===== src/sctc_pkg.sv =====
package sctc_pkg;

  localparam int unsigned CHANNELS_DEF     = 15;
  localparam int unsigned COUNTER_BITS_DEF = 16;
  localparam int unsigned TIME_W           = 64;
  localparam int unsigned IDEAL_W          = 32;
  localparam int unsigned PROD_W           = 96;
  localparam int unsigned CFG_DATA_W       = 32;
  localparam int unsigned CFG_IDX_W        = 2;

  localparam logic [IDEAL_W-1:0] IDEAL_RESET = 32'd85000000;

  // Operation codes
  localparam logic [1:0] OP_CAPTURE      = 2'd0;
  localparam logic [1:0] OP_CAPTURE_WRAP = 2'd1;
  localparam logic [1:0] OP_WRAP_PREP    = 2'd2;
  localparam logic [1:0] OP_WRAP_COMMIT  = 2'd3;

  // Register indexes
  localparam logic [CFG_IDX_W-1:0] REG_IDEAL_HIGH = 2'd0;
  localparam logic [CFG_IDX_W-1:0] REG_IDEAL_LOW  = 2'd1;
  localparam logic [CFG_IDX_W-1:0] REG_SYNC_CH    = 2'd2;

  localparam logic [1:0] PHASE_UNKNOWN = 2'd3;

  typedef struct packed {
    logic [1:0]  operation;
    logic [3:0]  channel_index;
    logic [15:0] capture_value;
    logic [15:0] counter_now;
    logic        pin_level;
  } in_item_t;

  typedef struct packed {
    logic [3:0]  source_channel;
    logic [62:0] timestamp;
    logic        level_out;
  } out_item_t;

  typedef enum logic [2:0] {
    ST_IDLE,
    ST_MUL,
    ST_DIV,
    ST_FIN,
    ST_OUT
  } state_t;

  // Divider control
  typedef struct packed {
    logic start;
    logic busy;
    logic done;
  } div_ctl_t;

endpackage


===== src/sctc_scale.sv =====
// Bit-serial scale unit: product ideal*delta built by shift-add over the
// ideal bits (one bit per cycle), then a restoring divide by meas, one
// quotient bit per cycle over the 96-bit product.
module sctc_scale (
  input  logic                               clk,
  input  logic                               rst_n,
  input  logic                               start,
  input  logic [sctc_pkg::IDEAL_W-1:0]       ideal,
  input  logic [sctc_pkg::TIME_W-1:0]        delta,
  input  logic [sctc_pkg::TIME_W-1:0]        meas,
  output sctc_pkg::div_ctl_t                 ctl,
  output logic [sctc_pkg::TIME_W-1:0]        quot
);

  localparam int unsigned CNT_W = 7;

  logic                               mul_r, mul_nxt;
  logic                               div_r, div_nxt;
  logic                               done_r, done_nxt;
  logic [CNT_W-1:0]                   cnt_r, cnt_nxt;
  logic [sctc_pkg::IDEAL_W-1:0]       ideal_r, ideal_nxt;
  logic [sctc_pkg::PROD_W-1:0]        prod_r, prod_nxt;
  logic [sctc_pkg::TIME_W-1:0]        meas_r, meas_nxt;
  logic [sctc_pkg::TIME_W-1:0]        rem_r, rem_nxt;
  logic [sctc_pkg::TIME_W-1:0]        quot_r, quot_nxt;
  logic [sctc_pkg::TIME_W:0]          rem_sh;
  logic [sctc_pkg::TIME_W:0]          rem_sub;

  // Shifted remainder and trial subtract
  assign rem_sh  = {rem_r, prod_r[sctc_pkg::PROD_W-1]};
  assign rem_sub = rem_sh - {1'b0, meas_r};

  always_comb begin
    mul_nxt   = mul_r;
    div_nxt   = div_r;
    done_nxt  = 1'b0;
    cnt_nxt   = cnt_r;
    ideal_nxt = ideal_r;
    prod_nxt  = prod_r;
    meas_nxt  = meas_r;
    rem_nxt   = rem_r;
    quot_nxt  = quot_r;
    if (start) begin
      mul_nxt   = 1'b1;
      cnt_nxt   = '0;
      ideal_nxt = ideal;
      prod_nxt  = '0;
      meas_nxt  = meas;
    end else if (mul_r) begin
      // MSB-first shift-add of delta
      prod_nxt  = {prod_r[sctc_pkg::PROD_W-2:0], 1'b0}
                + (ideal_r[sctc_pkg::IDEAL_W-1] ? {32'd0, delta} : '0);
      ideal_nxt = {ideal_r[sctc_pkg::IDEAL_W-2:0], 1'b0};
      cnt_nxt   = cnt_r + 1'b1;
      if (cnt_r == CNT_W'(sctc_pkg::IDEAL_W - 1)) begin
        mul_nxt = 1'b0;
        div_nxt = 1'b1;
        cnt_nxt = '0;
        rem_nxt = '0;
        quot_nxt = '0;
      end
    end else if (div_r) begin
      prod_nxt = {prod_r[sctc_pkg::PROD_W-2:0], 1'b0};
      if (rem_sh[sctc_pkg::TIME_W] || !rem_sub[sctc_pkg::TIME_W]) begin
        rem_nxt  = rem_sub[sctc_pkg::TIME_W-1:0];
        quot_nxt = {quot_r[sctc_pkg::TIME_W-2:0], 1'b1};
      end else begin
        rem_nxt  = rem_sh[sctc_pkg::TIME_W-1:0];
        quot_nxt = {quot_r[sctc_pkg::TIME_W-2:0], 1'b0};
      end
      cnt_nxt = cnt_r + 1'b1;
      if (cnt_r == CNT_W'(sctc_pkg::PROD_W - 1)) begin
        div_nxt  = 1'b0;
        done_nxt = 1'b1;
      end
    end
  end

  always_ff @(posedge clk) begin
    if (!rst_n) begin
      mul_r  <= 1'b0;
      div_r  <= 1'b0;
      done_r <= 1'b0;
    end else begin
      mul_r  <= mul_nxt;
      div_r  <= div_nxt;
      done_r <= done_nxt;
    end
    cnt_r   <= cnt_nxt;
    ideal_r <= ideal_nxt;
    prod_r  <= prod_nxt;
    meas_r  <= meas_nxt;
    rem_r   <= rem_nxt;
    quot_r  <= quot_nxt;
  end

  assign ctl.start = start;
  assign ctl.busy  = mul_r | div_r;
  assign ctl.done  = done_r;
  assign quot      = quot_r;

  // Never multiplying and dividing at once
  a_excl: assert property (@(posedge clk) disable iff (!rst_n) !(mul_r && div_r))
    else $error("scale unit in two phases");
  // Divide follows the last multiply step
  a_seq: assert property (@(posedge clk) disable iff (!rst_n)
    (mul_r && !start && cnt_r == CNT_W'(sctc_pkg::IDEAL_W - 1)) |=> div_r)
    else $error("divide did not start");
  // Done is a single pulse after the divide
  a_done: assert property (@(posedge clk) disable iff (!rst_n) done_r |-> !$past(done_r))
    else $error("done held");

endmodule


===== src/sync_corrected_timestamp_capture_core.sv =====
// Channel  | Direction | Handshake          | Beat
// in_      | input     | in_valid/in_ready  | sctc_pkg::in_item_t
// out_     | output    | out_valid/out_ready| sctc_pkg::out_item_t
// cfg_     | input     | cfg_we             | cfg_idx, cfg_data
//
// Wrap events only update coarse state on accept; an uncorrected capture goes from
// accept to the output register load in ST_OUT.
// A corrected capture goes through the kick, the multiply steps, the divide steps,
// done, finish and the output load before out_valid, driven by the bit-serial
// multiply/divide unit; in_ready comes back in the same cycle as out_valid.
// rst_n is synchronous; it clears control and sync/coarse state.
// One item at a time: in_ready is low while an item is in work or waits in ST_OUT.
module sync_corrected_timestamp_capture_core #(
  parameter int unsigned CHANNELS     = sctc_pkg::CHANNELS_DEF,
  parameter int unsigned COUNTER_BITS = sctc_pkg::COUNTER_BITS_DEF
) (
  input  logic                                clk,
  input  logic                                rst_n,
  input  logic                                in_valid,
  output logic                                in_ready,
  input  sctc_pkg::in_item_t                  in_data,
  output logic                                out_valid,
  input  logic                                out_ready,
  output sctc_pkg::out_item_t                 out_data,
  input  logic                                cfg_we,
  input  logic [sctc_pkg::CFG_IDX_W-1:0]      cfg_idx,
  input  logic [sctc_pkg::CFG_DATA_W-1:0]     cfg_data
);

  localparam int unsigned TW = sctc_pkg::TIME_W;
  // Captured count bits actually carried by the beat
  localparam int unsigned CAP_W = (COUNTER_BITS < 16) ? COUNTER_BITS : 16;

  sctc_pkg::state_t            state_r, state_nxt;
  logic [sctc_pkg::IDEAL_W-1:0] ideal_hi_r, ideal_lo_r;
  logic [3:0]                  sync_ch_r;
  logic [TW-1:0]               coarse_r, next_coarse_r, last_r, meas_hi_r, meas_lo_r;
  logic [1:0]                  phase_r, edge_cnt_r;
  logic [TW-1:0]               t_r, t_nxt;
  logic [3:0]                  ch_r;
  logic                        lvl_r;
  logic                        neg_r;
  logic [TW-1:0]               base_r;
  sctc_pkg::out_item_t         out_r;
  logic                        out_valid_r;

  logic                        acc;
  logic                        ch_ok;
  logic [CAP_W-1:0]            cap_m, now_m;
  logic [TW-1:0]               t_cap;
  logic                        is_sync, corr;
  logic [sctc_pkg::IDEAL_W-1:0] ideal_sel;
  logic [TW-1:0]               meas_sel, delta;
  logic                        start;
  sctc_pkg::div_ctl_t          sctl;
  logic [TW-1:0]               quot;

  assign acc   = in_valid && in_ready;
  assign ch_ok = {3'b0, in_data.channel_index} < 7'(CHANNELS);
  assign cap_m = in_data.capture_value[CAP_W-1:0];
  assign now_m = in_data.counter_now[CAP_W-1:0];

  // Extend the captured count with the right coarse value
  always_comb begin
    if (in_data.operation == sctc_pkg::OP_CAPTURE_WRAP && cap_m < now_m)
      t_cap = next_coarse_r + TW'(cap_m);
    else
      t_cap = coarse_r + TW'(cap_m);
  end

  assign is_sync   = in_data.channel_index == sync_ch_r;
  assign ideal_sel = (phase_r == 2'd0) ? ideal_lo_r : ideal_hi_r;
  assign meas_sel  = (phase_r == 2'd0) ? meas_lo_r : meas_hi_r;
  assign corr      = !is_sync && phase_r != sctc_pkg::PHASE_UNKNOWN && meas_sel != '0;
  assign delta     = (t_r >= last_r) ? t_r - last_r : last_r - t_r;
  assign start     = (state_r == sctc_pkg::ST_MUL);

  sctc_scale u_scale (
    .clk   (clk),
    .rst_n (rst_n),
    .start (start),
    .ideal (ideal_sel),
    .delta (delta),
    .meas  (meas_sel),
    .ctl   (sctl),
    .quot  (quot)
  );

  // Next state
  always_comb begin
    state_nxt = state_r;
    case (state_r)
      sctc_pkg::ST_IDLE: begin
        if (acc && ch_ok && (in_data.operation == sctc_pkg::OP_CAPTURE ||
                             in_data.operation == sctc_pkg::OP_CAPTURE_WRAP))
          state_nxt = corr ? sctc_pkg::ST_MUL : sctc_pkg::ST_OUT;
      end
      sctc_pkg::ST_MUL: state_nxt = sctc_pkg::ST_DIV;
      sctc_pkg::ST_DIV: if (sctl.done) state_nxt = sctc_pkg::ST_FIN;
      sctc_pkg::ST_FIN: state_nxt = sctc_pkg::ST_OUT;
      sctc_pkg::ST_OUT: if (!out_valid_r || out_ready) state_nxt = sctc_pkg::ST_IDLE;
      default: state_nxt = sctc_pkg::ST_IDLE;
    endcase
  end

  // Outputs of the sequencer
  always_comb begin
    in_ready = (state_r == sctc_pkg::ST_IDLE);
    t_nxt    = t_r;
    case (state_r)
      sctc_pkg::ST_IDLE: t_nxt = t_cap;
      sctc_pkg::ST_FIN:  t_nxt = neg_r ? base_r - quot : base_r + quot;
      default: t_nxt = t_r;
    endcase
  end

  always_ff @(posedge clk) begin
    if (!rst_n) begin
      state_r       <= sctc_pkg::ST_IDLE;
      ideal_hi_r    <= sctc_pkg::IDEAL_RESET;
      ideal_lo_r    <= sctc_pkg::IDEAL_RESET;
      sync_ch_r     <= '0;
      coarse_r      <= '0;
      next_coarse_r <= '0;
      last_r        <= '0;
      meas_hi_r     <= '0;
      meas_lo_r     <= '0;
      phase_r       <= sctc_pkg::PHASE_UNKNOWN;
      edge_cnt_r    <= '0;
      out_valid_r   <= 1'b0;
    end else begin
      state_r <= state_nxt;
      if (cfg_we) begin
        case (cfg_idx)
          sctc_pkg::REG_IDEAL_HIGH: ideal_hi_r <= cfg_data;
          sctc_pkg::REG_IDEAL_LOW:  ideal_lo_r <= cfg_data;
          sctc_pkg::REG_SYNC_CH:    sync_ch_r  <= cfg_data[3:0];
          default: ;
        endcase
      end
      if (acc) begin
        case (in_data.operation)
          sctc_pkg::OP_WRAP_PREP:
            next_coarse_r <= coarse_r + (TW'(1) << COUNTER_BITS);
          sctc_pkg::OP_WRAP_COMMIT: coarse_r <= next_coarse_r;
          default: begin
            if (ch_ok && is_sync) begin
              if (in_data.pin_level) meas_lo_r <= t_cap - last_r;
              else meas_hi_r <= t_cap - last_r;
              last_r <= t_cap;
              if (edge_cnt_r >= 2'd2) phase_r <= {1'b0, in_data.pin_level};
              else edge_cnt_r <= edge_cnt_r + 2'd1;
            end
          end
        endcase
      end
      if (state_r == sctc_pkg::ST_OUT && (!out_valid_r || out_ready))
        out_valid_r <= 1'b1;
      else if (out_ready)
        out_valid_r <= 1'b0;
    end
    t_r <= t_nxt;
    if (acc) begin
      ch_r <= in_data.channel_index;
      lvl_r <= in_data.pin_level;
    end
    if (state_r == sctc_pkg::ST_MUL) begin
      neg_r  <= t_r < last_r;
      base_r <= last_r;
    end
    if (state_r == sctc_pkg::ST_OUT && (!out_valid_r || out_ready)) begin
      out_r.source_channel <= ch_r;
      out_r.timestamp      <= t_r[62:0];
      out_r.level_out      <= lvl_r;
    end
  end

  assign out_valid = out_valid_r;
  assign out_data  = out_r;

  // Input taken only when idle
  a_rdy: assert property (@(posedge clk) disable iff (!rst_n)
    acc |-> state_r == sctc_pkg::ST_IDLE)
    else $error("accept outside idle");
  // Scale unit is busy throughout the divide wait until done
  a_kick: assert property (@(posedge clk) disable iff (!rst_n)
    (state_r == sctc_pkg::ST_DIV && !sctl.done) |-> sctl.busy)
    else $error("scale unit idle while waiting");
  // Sync phase only armed after two counted edges
  a_arm: assert property (@(posedge clk) disable iff (!rst_n)
    phase_r != sctc_pkg::PHASE_UNKNOWN |-> edge_cnt_r == 2'd2)
    else $error("armed early");

endmodule

===== config.mk =====
export PLATFORM = sky130hd
export DESIGN_NAME = sync_corrected_timestamp_capture_core
export DESIGN_NICKNAME = d
export VERILOG_FILES = /design/src/sctc_pkg.sv /design/src/sctc_scale.sv /design/src/sync_corrected_timestamp_capture_core.sv
export SDC_FILE = /design/constraint.sdc
export NUM_CORES = 2
export LEC_CHECK = 0
export ABC_AREA = 1
export BUFFER_PORTS_ARGS = -buffer_cell sky130_fd_sc_hd__buf_2
export CORE_ASPECT_RATIO = 1.2
export CORE_MARGIN = 8
export CORE_UTILIZATION = 50
export CTS_BUF_LIST = sky130_fd_sc_hd__clkbuf_16
export DETAILED_ROUTE_END_ITERATION = 6
export PLACE_DENSITY = 0.77
export SLEW_MARGIN = 15
export SYNTH_ARGS = -nofsm -noshare
export SYNTH_HDL_FRONTEND = slang
export SYNTH_SLANG_ARGS = --single-unit

===== constraint.sdc =====
create_clock -name clk -period 19.45 [get_ports clk]
set_clock_uncertainty 0.2 [all_clocks]
set_input_delay 4.8625 -clock clk [delete_from_list [all_inputs] [get_ports clk]]
set_output_delay 4.8625 -clock clk [all_outputs]
set_load 0.01 [all_outputs]

==> results.md <==
- Status: complete, but fails checks
- Violated checks: DRC
- Layout cell share with drive strength beyond 1: under 10%
- Area grow syn2layout: 8.089%
- Fin. max-slew vios: 0
- I/O pin cnt: 148
- Routed len/inst: ~23 um
- Cells after synthesis: 9702
- Sequential cell area: around 0.023 sq mm
- CP dominant cell by count: nand2_1
- Die width: 351.1 um
- Max Root-Sink Buffers: 3
- Post-route minimum period: around 12 ns
- Most frequent cells after synthesis: nand2_1 (1649), inv_1 (1569), a21oi_1 (1182)
- Clk_lat worst skew: 0.77 ns
- Critical path peak fanout: 74
- Design area: between 0.07 and 0.08 sq mm
- MaxCap Viol Count: 0
- Cell variety after synth: 70
- Slowest stage delay, CP: ~0.63 ns
- Fin. Hold Viols: 0
- GP Congestion: 1.089
- Vias: between 60000 and 70000
- Routed WL: roughly 270 mm
- RSZ-0062 raised after global routing: false
- Drt first pass iters: 7
- Total leakage power: 33.51 nW
- Multi-input logic area: ~0.037 sq mm
- Post-CTS Setup Bufs: 0
- Fillers: between 10000 and 15000
- Transition time of the tightest slew-check pin: 1.279 ns
- Sink Count: 928
- Pwr dens: 89.72 mW/mm^2
- VDD IR-drop max: between 0.07 and 0.08 mV
- Slowest CP cell: buf_4
- Ys flop type: dfxtp_1
- Slew HR: approximately 14%
- Largest net degree at the start of global routing: about 110
- Post-Syn Area: about 0.067 sq mm
- Die ar.: roughly 0.15 sq mm
- Post-synth top area cell: edfxtp_1
- Tcrit/Tclk final: 61.87%
- Num CTS Buffers: 98
- Syn Nets: 10202
- Total Routing Usage GR: between 30% and 40%
- EDFF count, synth: about 430
- Max Fclk: 83.10 MHz
- HPWL after detailed placement: between 200 and 250 mm
- Die Ht: between 400 and 500 um
- Critical Path Source Type: input port
- CP top delay family: simple AND/OR/NAND/NOR gates
- Total grt overflow: 0
- FF+latch count, synth: 928
- Min-delay worst type: reg2reg
- Synth Warn #: 0
- IO buf count: approximately 150
- Seq/Total Area, Yosys: between 30% and 40%
- NumNets Final: slightly above 10000
- Vias/cell: 5.841
- Detailed Route Iter0 Violations: approximately 6600
- Global-route wire length before repair: 398.5 mm
- CTS tree: built
- CTS clk-pin slew, worst paths: 0.06 ns
- Post-CTS Hold Buffers: 0
- Required @ worst endpoint: approximately 20 ns
- Cell area after placement: about 0.07 sq mm
- Total core area: ~0.13 sq mm
- Critical path type: in2reg
- Most common cell in the netlist: nand2_1
- Crit path DAT: approximately 13 ns
- Syn Area/Cell: slightly below 7 sq um
- Final setup violation count: 0
- Setup crit end kind: flop
- Post-cts gate resize count: 0
- Root buffer cell: clkbuf_16
- Async S/R FF share, synth: 0%
- Final antenna-violating net count: 0
- Share of the synthesized area in the top cell type: a little under a fifth
- Vias in the first global route: ~64000
- Rows: 147
- Critical path buffers and inverters: 4
- Initial antenna violation count: 14
- Starting Density: between 50% and 60%
- Final setup TNS: 0 ns
- Maximum level of the CTS H-tree: 3
- Post-route DRC: 2
- Ranking of synthesized cells by area: edfxtp_1 (19%), dfxtp_1 (15%), nand2_1 (9.2%)
## per-stage QoR
| stage | power [mW] | hold WS (ns) | utilization (%) | worst slack (ns) | std cells |
|---|---|---|---|---|---|
| 6_report | 6.534 | 0.2180 | 54.47 | 7.416 | 11591 |
| 5_1_grt | 6.832 | 0.2244 | 54.45 | 6.753 | 11583 |
| 4_1_cts | 6.488 | 0.2189 | 54.45 | 7.513 | 11583 |
| 3_5_place_dp | 4.602 | 0.2045 | 52.06 | 6.722 | 11400 |
| 3_3_place_gp | 4.587 | 0.2002 | 52.06 | 6.787 | 11400 |
| 2_1_floorplan | 3.821 | 0.2003 | - | 8.455 | 9702 |
## placed cells by master (no fill, tap or decap), drive strengths merged, types with 8 or more instances in the layout
| cell type | netlist | routed |
|---|---|---|
| dfxtp | 502 | 502 |
| nand3b | 13 | 13 |
| nand2 | 1671 | 1671 |
| a21o | 39 | 39 |
| mux2 | 16 | 16 |
| diode | 0 | 8 |
| ha | 415 | 415 |
| clkinv | 3 | 47 |
| nor2 | 1126 | 1126 |
| o211ai | 51 | 51 |
| xor2 | 269 | 269 |
| nor3 | 116 | 116 |
| xnor2 | 81 | 81 |
| a21boi | 25 | 25 |
| o21ai | 992 | 992 |
| o21a | 59 | 59 |
| a21oi | 1184 | 1184 |
| a211oi | 17 | 17 |
| nand3 | 356 | 356 |
| inv | 1588 | 1614 |
| nor4 | 84 | 84 |
| a31oi | 111 | 111 |
| o221ai | 14 | 14 |
| a221oi | 14 | 14 |
| mux2i | 18 | 18 |
| edfxtp | 426 | 426 |
| or2 | 43 | 43 |
| o21bai | 23 | 23 |
| nand4 | 86 | 86 |
| a31o | 17 | 17 |
| buf | 73 | 195 |
| clkbuf | 212 | 100 |
## power breakdown
| part | switching, mW | leakage [nW] | total [mW] | internal [mW] |
|---|---|---|---|---|
| clock | 0.857 | 1.63 | 1.89 | 1.04 |
| sequential | 0.149 | 8.19 | 2.34 | 2.19 |
| combinational | 1.62 | 23.7 | 2.31 | 0.681 |
## per-layer routing
layer / vias up / routed length [um] / GRT usage, %
li1: 32176 / - / -
met1: 31790 / 105700 / 42.54
met5: - / 60 / 0
met2: 2969 / 125000 / 58.71
met3: 758 / 18600 / 5.160
met4: 10 / 22700 / 24.58
## final cells by class
type | instances | share of cell area, %
antenna | 8 | 0.02749
clock buffer | 100 | 3.436
clock inverter | 83 | 0.9466
inverter | 1591 | 8.217
multi-input combinational | 6898 | 51.42
sequential | 928 | 31.37
tap | 1788 | 3.072
timing repair buffer | 195 | 1.514
## state kept, by name, summed over array words and instances, names as in the netlist, 2 cells and up
name	cells
u_scale.prod_r	96
out_data	68
base_r	64
coarse_r	64
last_r	64
meas_hi_r	64
meas_lo_r	64
next_coarse_r	64
t_r	64
u_scale.meas_r	64
u_scale.quot	64
u_scale.rem_r	64
ideal_hi_r	32
ideal_lo_r	32
u_scale.ideal_r	32
u_scale.cnt_r	7
ch_r	4
sync_ch_r	4
state_r	3
edge_cnt_r	2
phase_r	2
## path summary, 6_finish.rpt
kind / start / end / slack (ns) / cells after the start
setup / recovery: in_data[32] / meas_hi_r[60] / 7.42 / 37
hold / removal: ch_r[0] / out_data[64] / 0.22 / 0
setup reg to reg: last_r[37] / u_scale.prod_r[85] / 11.30 / 30
hold reg to reg: ch_r[0] / out_data[64] / 0.22 / 0
## cell families after synthesis
kind of cell | synth area share [%]
AO/OA/AOI/OAI | 20.64
XOR/XNOR | 4.583
adder cells (fa/ha/maj) | 7.914
buffers and inverters | 10.63
flip-flops | 33.90
multiplexers | 0.5348
AND/OR/NAND/NOR | 21.79
Note: power is estimated with default switching activity, not from simulation.
